===== config.mk =====
export PLATFORM = sky130hd
export DESIGN_NAME = circle_arc_point_generator_top
export DESIGN_NICKNAME = d
export VERILOG_FILES = /design/src/hdl/capg_pkg.sv /design/src/hdl/capg_cfg_regs.sv /design/src/hdl/capg_step_core.sv /design/src/hdl/circle_arc_point_generator_top.sv
export SDC_FILE = /design/constraint.sdc
export NUM_CORES = 1
export LEC_CHECK = 0
export ABC_AREA = 1
export ABC_CLOCK_PERIOD_IN_PS = 6050
export BUFFER_PORTS_ARGS = -buffer_cell sky130_fd_sc_hd__buf_2
export CAP_MARGIN = 20
export CORE_ASPECT_RATIO = 1.5
export CORE_UTILIZATION = 55
export CTS_BUF_LIST = sky130_fd_sc_hd__clkbuf_8
export DETAILED_ROUTE_END_ITERATION = 10
export PLACE_DENSITY = 0.79
export SYNTH_ARGS = -nofsm -noshare
export SYNTH_HDL_FRONTEND = slang
export SYNTH_HIERARCHICAL = 1
export SYNTH_SLANG_ARGS = --single-unit

===== constraint.sdc =====
create_clock -name clk -period 6.05 [get_ports clk]
set_input_delay 0.3025 -clock clk [delete_from_list [all_inputs] [get_ports clk]]
set_output_delay 0.3025 -clock clk [all_outputs]
set_load 0.01 [all_outputs]

===== src/hdl/capg_pkg.sv =====
// ----------------------------------------------------------------------------
// capg_pkg
// Types and constants shared by the arc point generator modules.
// ----------------------------------------------------------------------------
package capg_pkg;

	// Field and register widths
	localparam int unsigned PIX_W      = 12;
	localparam int unsigned CENTRE_W   = 16;
	localparam int unsigned DIM_W      = 13;
	localparam int unsigned SHIFT_W    = 4;
	localparam int unsigned OFFSET_W   = 32;
	localparam int unsigned STEP_W     = 15;
	localparam int unsigned CFG_IDX_W  = 2;
	localparam int unsigned CFG_DATA_W = 13;

	// Item function codes
	localparam logic FUNC_START = 1'b0;
	localparam logic FUNC_STEP  = 1'b1;

	// Configuration register indexes
	localparam logic [CFG_IDX_W-1:0] CFG_SHIFT  = 2'd0;
	localparam logic [CFG_IDX_W-1:0] CFG_WIDTH  = 2'd1;
	localparam logic [CFG_IDX_W-1:0] CFG_HEIGHT = 2'd2;

	// Register reset values
	localparam logic [SHIFT_W-1:0] SHIFT_RST  = 4'd11;
	localparam logic [DIM_W-1:0]   WIDTH_RST  = 13'd512;
	localparam logic [DIM_W-1:0]   HEIGHT_RST = 13'd128;

	// Input item
	typedef struct packed {
		logic                       func;
		logic [PIX_W-1:0]           begin_x;
		logic [PIX_W-1:0]           begin_y;
		logic signed [CENTRE_W-1:0] center_x;
		logic signed [CENTRE_W-1:0] center_y;
	} capg_in_t;

	// Result item
	typedef struct packed {
		logic             point_valid;
		logic [PIX_W-1:0] point_x;
		logic [PIX_W-1:0] point_y;
		logic             arc_done;
		logic             start_rejected;
	} capg_out_t;

	// Effective configuration seen by the step logic
	typedef struct packed {
		logic [SHIFT_W-1:0] shift;   // 1..15
		logic [DIM_W-1:0]   width;   // clamped to the canvas cap
		logic [DIM_W-1:0]   height;
	} capg_cfg_t;

	// Arc state carried from item to item
	typedef struct packed {
		logic [OFFSET_W-1:0]        offset_x;
		logic [OFFSET_W-1:0]        offset_y;
		logic signed [CENTRE_W-1:0] centre_col;
		logic signed [CENTRE_W-1:0] centre_row;
		logic [DIM_W-1:0]           last_col;
		logic [DIM_W-1:0]           last_row;
		logic                       last_ok;   // a pixel was emitted this arc
		logic [STEP_W-1:0]          steps;
		logic                       active;
	} capg_state_t;

endpackage


===== src/hdl/capg_cfg_regs.sv =====
// ----------------------------------------------------------------------------
// capg_cfg_regs
// Configuration registers and the effective shift and canvas size.
// ----------------------------------------------------------------------------
module capg_cfg_regs #(
	parameter int unsigned CANVAS_BITS = 12
) (
	input  logic                                clk,
	input  logic                                arst_n,
	input  logic                                wr_en,
	input  logic [capg_pkg::CFG_IDX_W-1:0]      wr_index,
	input  logic [capg_pkg::CFG_DATA_W-1:0]     wr_data,
	output capg_pkg::capg_cfg_t                 cfg
);

	localparam logic [16:0] CAP = 17'd1 << CANVAS_BITS;

	logic [capg_pkg::SHIFT_W-1:0] shift_q;
	logic [capg_pkg::DIM_W-1:0]   width_q;
	logic [capg_pkg::DIM_W-1:0]   height_q;

	// Register writes; unknown indexes are dropped
	always_ff @(posedge clk or negedge arst_n) begin
		if (!arst_n) begin
			shift_q  <= capg_pkg::SHIFT_RST;
			width_q  <= capg_pkg::WIDTH_RST;
			height_q <= capg_pkg::HEIGHT_RST;
		end else if (wr_en) begin
			case (wr_index)
				capg_pkg::CFG_SHIFT:  shift_q  <= wr_data[capg_pkg::SHIFT_W-1:0];
				capg_pkg::CFG_WIDTH:  width_q  <= wr_data;
				capg_pkg::CFG_HEIGHT: height_q <= wr_data;
				default: ;
			endcase
		end
	end

	// Zero shift acts as one; dimensions clamp to the canvas cap
	always_comb begin
		cfg.shift  = (shift_q == '0) ? 4'd1 : shift_q;
		cfg.width  = ({4'd0, width_q} > CAP) ? CAP[capg_pkg::DIM_W-1:0] : width_q;
		cfg.height = ({4'd0, height_q} > CAP) ? CAP[capg_pkg::DIM_W-1:0] : height_q;
	end

endmodule


===== src/hdl/capg_step_core.sv =====
// ----------------------------------------------------------------------------
// capg_step_core
// Combinational start/step logic: pixel, bounds, dedup and rotation.
// ----------------------------------------------------------------------------
module capg_step_core (
	input  capg_pkg::capg_in_t    item,
	input  capg_pkg::capg_cfg_t   cfg,
	input  capg_pkg::capg_state_t st,
	output capg_pkg::capg_state_t st_next,
	output capg_pkg::capg_out_t   res
);

	logic [15:0]        limit;
	logic [15:0]        steps_inc;
	logic signed [31:0] asr_x;
	logic signed [31:0] asr_y;
	logic [33:0]        px;
	logic [33:0]        py;
	logic               px_on;
	logic               py_on;
	logic               same;
	logic               bx_ok;
	logic               by_ok;
	logic [17:0]        dx;
	logic [17:0]        dy;
	logic [31:0]        dx_w;
	logic [31:0]        dy_w;

	// Step limit and counter increment
	assign limit     = 16'd1 << (cfg.shift - 4'd1);
	assign steps_inc = {1'b0, st.steps} + 16'd1;

	// Current pixel: centre plus scaled-down offset (row axis points down)
	assign asr_x = $signed(st.offset_x) >>> cfg.shift;
	assign asr_y = $signed(st.offset_y) >>> cfg.shift;
	assign px = {{18{st.centre_col[15]}}, st.centre_col} + {{2{asr_x[31]}}, asr_x};
	assign py = {{18{st.centre_row[15]}}, st.centre_row} - {{2{asr_y[31]}}, asr_y};

	assign px_on = !px[33] && (px[32:0] < {20'd0, cfg.width});
	assign py_on = !py[33] && (py[32:0] < {20'd0, cfg.height});
	assign same  = st.last_ok && (px[12:0] == st.last_col) && (py[12:0] == st.last_row);

	// Start offsets, scaled up by the shift
	assign bx_ok = {1'b0, item.begin_x} < cfg.width;
	assign by_ok = {1'b0, item.begin_y} < cfg.height;
	assign dx    = {6'd0, item.begin_x} - {{2{item.center_x[15]}}, item.center_x};
	assign dy    = {{2{item.center_y[15]}}, item.center_y} - {6'd0, item.begin_y};
	assign dx_w  = {{14{dx[17]}}, dx} << cfg.shift;
	assign dy_w  = {{14{dy[17]}}, dy} << cfg.shift;

	// Next state and result
	always_comb begin
		st_next = st;
		res     = '0;
		case (item.func)
			capg_pkg::FUNC_START: begin
				if (bx_ok && by_ok) begin
					st_next.centre_col = item.center_x;
					st_next.centre_row = item.center_y;
					st_next.offset_x   = dx_w;
					st_next.offset_y   = dy_w;
					st_next.last_ok    = 1'b0;
					st_next.steps      = '0;
					st_next.active     = 1'b1;
				end else begin
					st_next.active     = 1'b0;
					res.arc_done       = 1'b1;
					res.start_rejected = 1'b1;
				end
			end
			capg_pkg::FUNC_STEP: begin
				if (!st.active || ({1'b0, st.steps} >= limit)) begin
					st_next.active = 1'b0;
					res.arc_done   = 1'b1;
				end else begin
					if (px_on && py_on && !same) begin
						res.point_valid  = 1'b1;
						res.point_x      = px[11:0];
						res.point_y      = py[11:0];
						st_next.last_ok  = 1'b1;
						st_next.last_col = px[12:0];
						st_next.last_row = py[12:0];
					end
					// Clockwise shift-and-add rotation, both from old values
					st_next.offset_y = st.offset_y - $unsigned(asr_x);
					st_next.offset_x = st.offset_x + $unsigned(asr_y);
					st_next.steps    = steps_inc[capg_pkg::STEP_W-1:0];
					if (steps_inc >= limit) begin
						st_next.active = 1'b0;
						res.arc_done   = 1'b1;
					end
				end
			end
			default: ;
		endcase
	end

endmodule


===== src/hdl/circle_arc_point_generator_top.sv =====
// ----------------------------------------------------------------------------
// circle_arc_point_generator_top
// Path: input register, then result register, with the step stage between.
// Throughput: one item per cycle while the result register is not stalled by
// out_ready; the single step stage updating the arc state sets this rate.
// Reset: arst_n clears the pipeline, arc state (idle) and the registers to
// shift 11, canvas 512 x 128. The configuration port is always ready.
// ----------------------------------------------------------------------------
module circle_arc_point_generator_top #(
	parameter int unsigned CANVAS_BITS = 12
) (
	input  logic                            clk,
	input  logic                            arst_n,
	input  logic                            in_valid,
	output logic                            in_ready,
	input  capg_pkg::capg_in_t              in_data,
	output logic                            out_valid,
	input  logic                            out_ready,
	output capg_pkg::capg_out_t             out_data,
	input  logic                            cfg_valid,
	output logic                            cfg_ready,
	input  logic [capg_pkg::CFG_IDX_W-1:0]  cfg_index,
	input  logic [capg_pkg::CFG_DATA_W-1:0] cfg_data
);

	capg_pkg::capg_cfg_t   cfg;
	capg_pkg::capg_in_t    item_s1;
	logic                  valid_s1;
	capg_pkg::capg_state_t state_q;
	capg_pkg::capg_state_t state_next;
	capg_pkg::capg_out_t   res;
	capg_pkg::capg_out_t   out_q;
	logic                  out_valid_q;
	logic                  adv;

	assign cfg_ready = 1'b1;

	capg_cfg_regs #(
		.CANVAS_BITS(CANVAS_BITS)
	) u_cfg (
		.clk      (clk),
		.arst_n   (arst_n),
		.wr_en    (cfg_valid && cfg_ready),
		.wr_index (cfg_index),
		.wr_data  (cfg_data),
		.cfg      (cfg)
	);

	// Stage 1 moves on when the result register is free or being drained
	assign adv      = valid_s1 && (!out_valid_q || out_ready);
	assign in_ready = !valid_s1 || adv;

	// Input register
	always_ff @(posedge clk or negedge arst_n) begin
		if (!arst_n) begin
			valid_s1 <= 1'b0;
		end else if (in_ready) begin
			valid_s1 <= in_valid;
		end
	end

	always_ff @(posedge clk) begin
		if (in_valid && in_ready) begin
			item_s1 <= in_data;
		end
	end

	capg_step_core u_core (
		.item    (item_s1),
		.cfg     (cfg),
		.st      (state_q),
		.st_next (state_next),
		.res     (res)
	);

	// Arc state commits once per item
	always_ff @(posedge clk or negedge arst_n) begin
		if (!arst_n) begin
			state_q <= '0;
		end else if (adv) begin
			state_q <= state_next;
		end
	end

	// Result register
	always_ff @(posedge clk or negedge arst_n) begin
		if (!arst_n) begin
			out_valid_q <= 1'b0;
		end else if (adv) begin
			out_valid_q <= 1'b1;
		end else if (out_ready) begin
			out_valid_q <= 1'b0;
		end
	end

	always_ff @(posedge clk) begin
		if (adv) begin
			out_q <= res;
		end
	end

	assign out_valid = out_valid_q;
	assign out_data  = out_q;

`ifndef NO_ASSERTIONS
	// A rejected start ends the arc and emits no pixel
	a_reject_done: assert property (@(posedge clk) disable iff (!arst_n)
		out_valid && out_data.start_rejected |-> out_data.arc_done && !out_data.point_valid)
		else $error("rejected start without arc_done");

	// An arc_done result leaves the block idle
	a_done_idle: assert property (@(posedge clk) disable iff (!arst_n)
		adv && res.arc_done |=> !state_q.active)
		else $error("arc still active after arc_done");

	// An accepted start restarts counting with no pixel remembered
	a_start_clear: assert property (@(posedge clk) disable iff (!arst_n)
		adv && (item_s1.func == capg_pkg::FUNC_START) && !res.start_rejected
		|=> state_q.active && (state_q.steps == '0) && !state_q.last_ok)
		else $error("start did not reset arc state");

	// An emitted pixel becomes the last pixel
	a_last_track: assert property (@(posedge clk) disable iff (!arst_n)
		adv && res.point_valid
		|=> state_q.last_ok && (state_q.last_col[11:0] == $past(res.point_x))
			&& (state_q.last_row[11:0] == $past(res.point_y)))
		else $error("last pixel not updated");
`endif

endmodule

## Word level (Yosys, flattened, before mapping)

Index checks and enable logic that the tools add are counted.

| word-level totals | value |
|---|---|
| bits in registers | 255 |
| input bits | 77 |
| output and inout bits | 30 |

| operators by class | value |
|---|---|
| order comparisons | 8 |
| bitwise operators | 3 |
| eq/ne operators | 8 |
| muxes and demuxes | 20 |
| reduce and logical (&&, ||, !) cells | 31 |
| shifts and indexed selects | 5 |
| $add $sub $neg | 8 |

Operators by type and width:

| operator | count |
|---|---|
| 64-bit one-hot mux with 2 select lines | 1 |
| 96-bit two-way mux | 1 |
| 33-bit by 13-bit < comparator with 1-bit output | 2 |
| 64-bit two-way mux | 1 |
| 32-bit by 4-bit left shift with 32-bit output | 2 |
| 32-bit by 4-bit >>> shifter with 32-bit output | 2 |
| 17-bit one-hot mux with 2 select lines | 1 |
| 16-bit by 32-bit adder with 33-bit output | 1 |
| 16-bit by 32-bit subtractor with 33-bit output | 1 |
| 32-bit adder | 1 |
| 16-bit two-way mux | 2 |
| 32-bit subtractor | 1 |
| 13-bit equality test | 2 |
| 13-bit > comparator, second input constant | 2 |
| 12-bit by 13-bit < comparator with 1-bit output | 2 |
| 13-bit two-way mux | 2 |
| 25-bit two-way mux | 1 |
| 13-bit by 16-bit subtractor with 17-bit output | 1 |
| 16-bit by 13-bit subtractor with 17-bit output | 1 |
| 15-bit by 1-bit adder with 16-bit output, second input constant | 1 |
| 15-bit by 16-bit >= comparator with 1-bit output | 1 |
| 16-bit >= comparator | 1 |
| 1-bit by 4-bit left shift with 16-bit output, first input constant | 1 |
| 1-bit logical AND | 9 |
| other kinds (21) | 43 |

## Longest topological paths before layout

| logic depth | value |
|---|---|
| depth in word-level cells | 12 |
| mapped depth | 41 |

## Cells and area by module

The synthesis kept the hierarchy.

By module, submodules not included:

| module | cells an instance | times used | area an instance (um^2) |
|---|---|---|---|
| capg_step_core | 3718 | 1 | 18948.2 |
| circle_arc_point_generator_top | 699 | 1 | 8064.0 |
| capg_cfg_regs | 193 | 1 | 1561.5 |

## Least setup slack after synthesis

No wires, ideal clock.

| timing path | value |
|---|---|
| kind | reg-to-reg |
| start point | reg u_cfg/shift_q[1] in the netlist's numbering |
| end point | reg state_q[33] in the netlist's numbering |
| setup time | 117 ps |
| period minus slack after synthesis | 5546 ps |
| cell stages (with the launch flop) | 40 |
| data arrival time | 5429 ps |
| path buffers | 4 |
| slack | 504 ps |
| path through | dfstp_2 -> nor3_1 -> or2_2 -> clkbuf_1 -> inv_1 -> buf_2 -> buf_1 -> nand2_1 -> nand3_1 -> o21ai_0 -> mux2i_1 -> inv_1 -> o21ai_0 -> ha_1 -> inv_1 -> fa_1 -> inv_1 -> nand3_1 -> (+4 left out) -> nand2_1 -> nand2_1 -> nand2_1 -> ha_1 -> a211o_1 -> a211oi_1 -> nand3_1 -> nor2_1 -> nand2_1 -> nor2_1 -> nand3_1 -> nor2_4 -> nand3_4 -> buf_6 -> nand2_1 -> nand2_1 -> nand3_1 -> nand2_1 |

RTL lines:

| what | line | text |
|---|---|---|
| from (decl) | capg_cfg_regs.sv:18 | `logic [capg_pkg::SHIFT_W-1:0] shift_q;` |
| from (signal assigned) | capg_cfg_regs.sv:25 | `shift_q <= capg_pkg::SHIFT_RST;` |
| from (signal assigned) | capg_cfg_regs.sv:30 | `capg_pkg::CFG_SHIFT: shift_q <= wr_data[capg_pkg::SHIFT_W-1:0];` |
| to (signal assigned) | circle_arc_point_generator_top.sv:81 | `state_q <= state_next;` |
| to (decl) | circle_arc_point_generator_top.sv:29 | `capg_pkg::capg_state_t state_q;` |

==> run_results.csv <==
group,metric,value,unit
clocking,htree_levels,2,
layout,nFillCells,4922,
outcome,outcome,"complete, no violations",
placed_design,port_buffers,105,
clocking,cts_tree,"done",
global_route,grt-ovfl-total,0,
sta,period_share,0.971,
pwr,total_power,18.1,mW
sta,final-setup-viol-count,0,
hold_path,min_path_type,"in2reg",
critical_path,crit_path_max_fanout,20,
run,max-cap-violations,0,
synthesis,synth_nets,4923,
pwr,power_density,561,nW/um2
clocking,clk_pin_slew,70,ps
layout,area_growth,13.1,%
sta,fin_tns_setup,0,ps
critical_path,cp_slowest_cell,"a21boi_0",
critical_path,crit_type,"reg2reg",
pwr,leakage,17.2,nW
clocking,root_buffer,"clkbuf_8",
sta,rsz0062_at_grt,"false",
route,viasPerCell,5.95,
sta,slew_headroom,0.233,
synthesis,synth-async-reset-ratio,0.671,
synthesis,avgSynthCellArea,6.20,um2
sta,fin_worst_skew,51.9,ps
route,ant_nets,0,
die,die_area,52900,um2
layout,layout_common_cells,"nand2_1, inv_1, nand3_1",
layout,fin_area,32300,um2
global_route,grt_max_degree,108,
pwr,p_sw_frac,0.569,
synthesis,synth-seq-cells,255,
critical_path,cp-end-kind,"flip-flop",
synthesis,ys_warn_count,6,
critical_path,cp_data_arrival_time,6400,ps
layout,fin_nets,5117,
clocking,clock_tree.buffer_depth,3,
sta,final-hold-violation-count,0,
placed_design,place_congestion,1.06,
sta,fin_crit,5870,ps
global_route,antenna_found_initial,4,
layout,final_common_cell,"nand2_1",
route,wl_per_cell,21.5,um
die,io-pin-count,107,
die,die_h,281,um
hold_path,min_from,"cfg_data[2]",
critical_path,startpoint,"u_cfg/shift_q[1]$_DFFE_PN1P_",
die,chipWidth,188,um
pwr,p_seq_frac,0.157,
synthesis,synth-seq-area-share,0.238,
sta,fmax,0.170,GHz
synthesis,synth.distinct_cells,64,
pwr,irDropWorstVdd,275,uV
sta,final-max-slew-violation-count,0,
critical_path,r2r-start,"u_cfg/shift_q[1]$_DFFE_PN1P_",
pwr,p_switching,10.3,mW
die,start_util,0.561,
critical_path,crit_top_cell,"nand2_1",
global_route,grt_use_total,0.440,
clocking,clock_sinks,255,
global_route,grt_pass1_wl,177000,um
placed_design,place_area,30400,um2
clocking,clock_latency,670,ps
route,post-route-drc-count,0,
route,vias,32818,
placed_design,dpl.hpwl,92200,um
pwr,internal_power,7.81,mW
synthesis,synth_area,28600,um2
sta,worst_pin_slew,1140,ps
critical_path,required,6580,ps
critical_path,max_stage_delay,830,ps
route,drt-pass1-iter-count,7,
synthesis,ys.flop_type,"dfrtp_1",
global_route,grt_pass1_vias,30990,
critical_path,cp-start-kind,"flip-flop",
clocking,post_cts_buffers,0,
clocking,cts_buffers,45,
route,drtIter0Drc,3330,
layout,utilization,0.635,
pwr,clkPwrFrac,0.113,
layout,drive_above_1_share,0.0859,
synthesis,synth_edf_count,84,
die,core_area,50900,um2
route,wl,119000,um
die,rows,101,
pwr,pwr-share-comb,0.730,
synthesis,syn_inst,4610,
[registers in the layout, summed over array words and instances, names as in the netlist]
register	cells
u_cfg/height_q	13
item_s1	57
u_cfg/shift_q	4
out_data	27
valid_s1	1
out_valid	1
u_cfg/width_q	13
state_q	139
[final timing paths]
| kind | end | slack [ps] | cells after the start |
|---|---|---|---|
| worst max-delay path | state_q[36]$_DFFE_PN0P_ | 180 | 32 |
| min in group asynchronous | u_cfg/width_q[11]$_DFFE_PN0P_ | 190 | 2 |
| worst min register to register | state_q[16]$_DFFE_PN0P_ | 480 | 2 |
| worst min-delay path | u_cfg/width_q[2]$_DFFE_PN0P_ | 60 | 3 |
| max in group asynchronous | valid_s1$_DFFE_PN0P_ | 4520 | 3 |
| worst max register to register | state_q[36]$_DFFE_PN0P_ | 180 | 32 |
[power groups by stage]
stage	clock network, mW	registers [mW]	logic (mW)
5_1_grt	2.13	2.87	14.4
2_1_floorplan	0	2.50	8.46
6_report	2.06	2.84	13.2
3_3_place_gp	0	2.83	12.6
4_1_cts	2.05	2.80	12.7
3_5_place_dp	0	2.83	12.6
[critical path: cells and delay by family, from the launching register on]
| kind | cells | cell delay, ps |
|---|---|---|
| flip-flops | 1 | 510 |
| adder cells (fa/ha/maj) | 1 | 390 |
| AO/OA/AOI/OAI | 3 | 1310 |
| AND/OR/NAND/NOR | 22 | 2650 |
| buffers and inverters | 6 | 870 |
[logic make-up after synthesis]
logic type,after synthesis,synth area share
buffers and inverters,747,0.104
multiplexers,24,0.00841
XOR/XNOR,79,0.0247
AO/OA/AOI/OAI,705,0.140
other,1,0.000131
adder cells (fa/ha/maj),236,0.105
flip-flops,255,0.238
AND/OR/NAND/NOR,2563,0.380
[through the flow]
stage,instances,hold slack [ps],setup slack [ps]
CTS,5508,7.48,127
floorplan,4610,6.91,504
global route,5511,69.2,13.2
global placement,5354,313,297
finish,5515,60.3,178
detailed placement,5355,313,146
[metal layers]
layer  vias up  global-route usage  part of all wire  wire, um
met3       511              0.0739             0.082      9750
met5         -                   0                 0         0
met1     15009               0.492              0.36     42700
li1      15566                   -                 -         -
met4         0               0.359             0.095     11300
met2      1732               0.736              0.46     54800
[cell type report]
type	instances	area, um2	area share
multi-input cells	3608	18900	0.584
diodes	5	12.5	0.000387
well taps	669	837	0.0259
inverters	577	2170	0.0672
flip-flops and latches	255	6820	0.211
clock buffers	47	647	0.0200
repair buffers	317	2470	0.0765
clock inverters	37	474	0.0147
[synth_stat cells, types with 7 or more instances]
cell	count	area share
o211ai_1	15	0.0039
nor3_1	42	0.0074
buf_4	7	0.0018
and2_1	8	0.0018
a21o_1	10	0.0026
nand4_1	91	0.020
o22ai_1	10	0.0022
nand3_1	515	0.090
dfrtp_1	166	0.15
a22oi_1	7	0.0018
inv_1	569	0.075
nand2_2	10	0.0022
o21bai_1	26	0.0068
a21oi_1	239	0.042
a21boi_0	14	0.0037
buf_1	23	0.0030
xnor2_1	29	0.0089
buf_6	7	0.0028
xor2_1	49	0.015
a31oi_1	14	0.0031
mux2i_1	24	0.0084
buf_2	58	0.010
nand2_1	1549	0.20
o2111ai_1	13	0.0040
o21ai_0	287	0.050
nor2_1	285	0.037
ha_1	230	0.10
a21oi_2	23	0.0070
o21a_1	18	0.0047
edfxtp_1	84	0.088
nand3b_1	25	0.0066
or2_2	15	0.0033
clkbuf_1	73	0.0096
[what timing repair did]
action | CTS | global route
resized for setup | 0 | 38
endpoints found under the hold margin | 133 | 0
hold buffers | 69 | 0
endpoints found under the setup margin | 0 | 52
(Power assumes the default switching activity.)
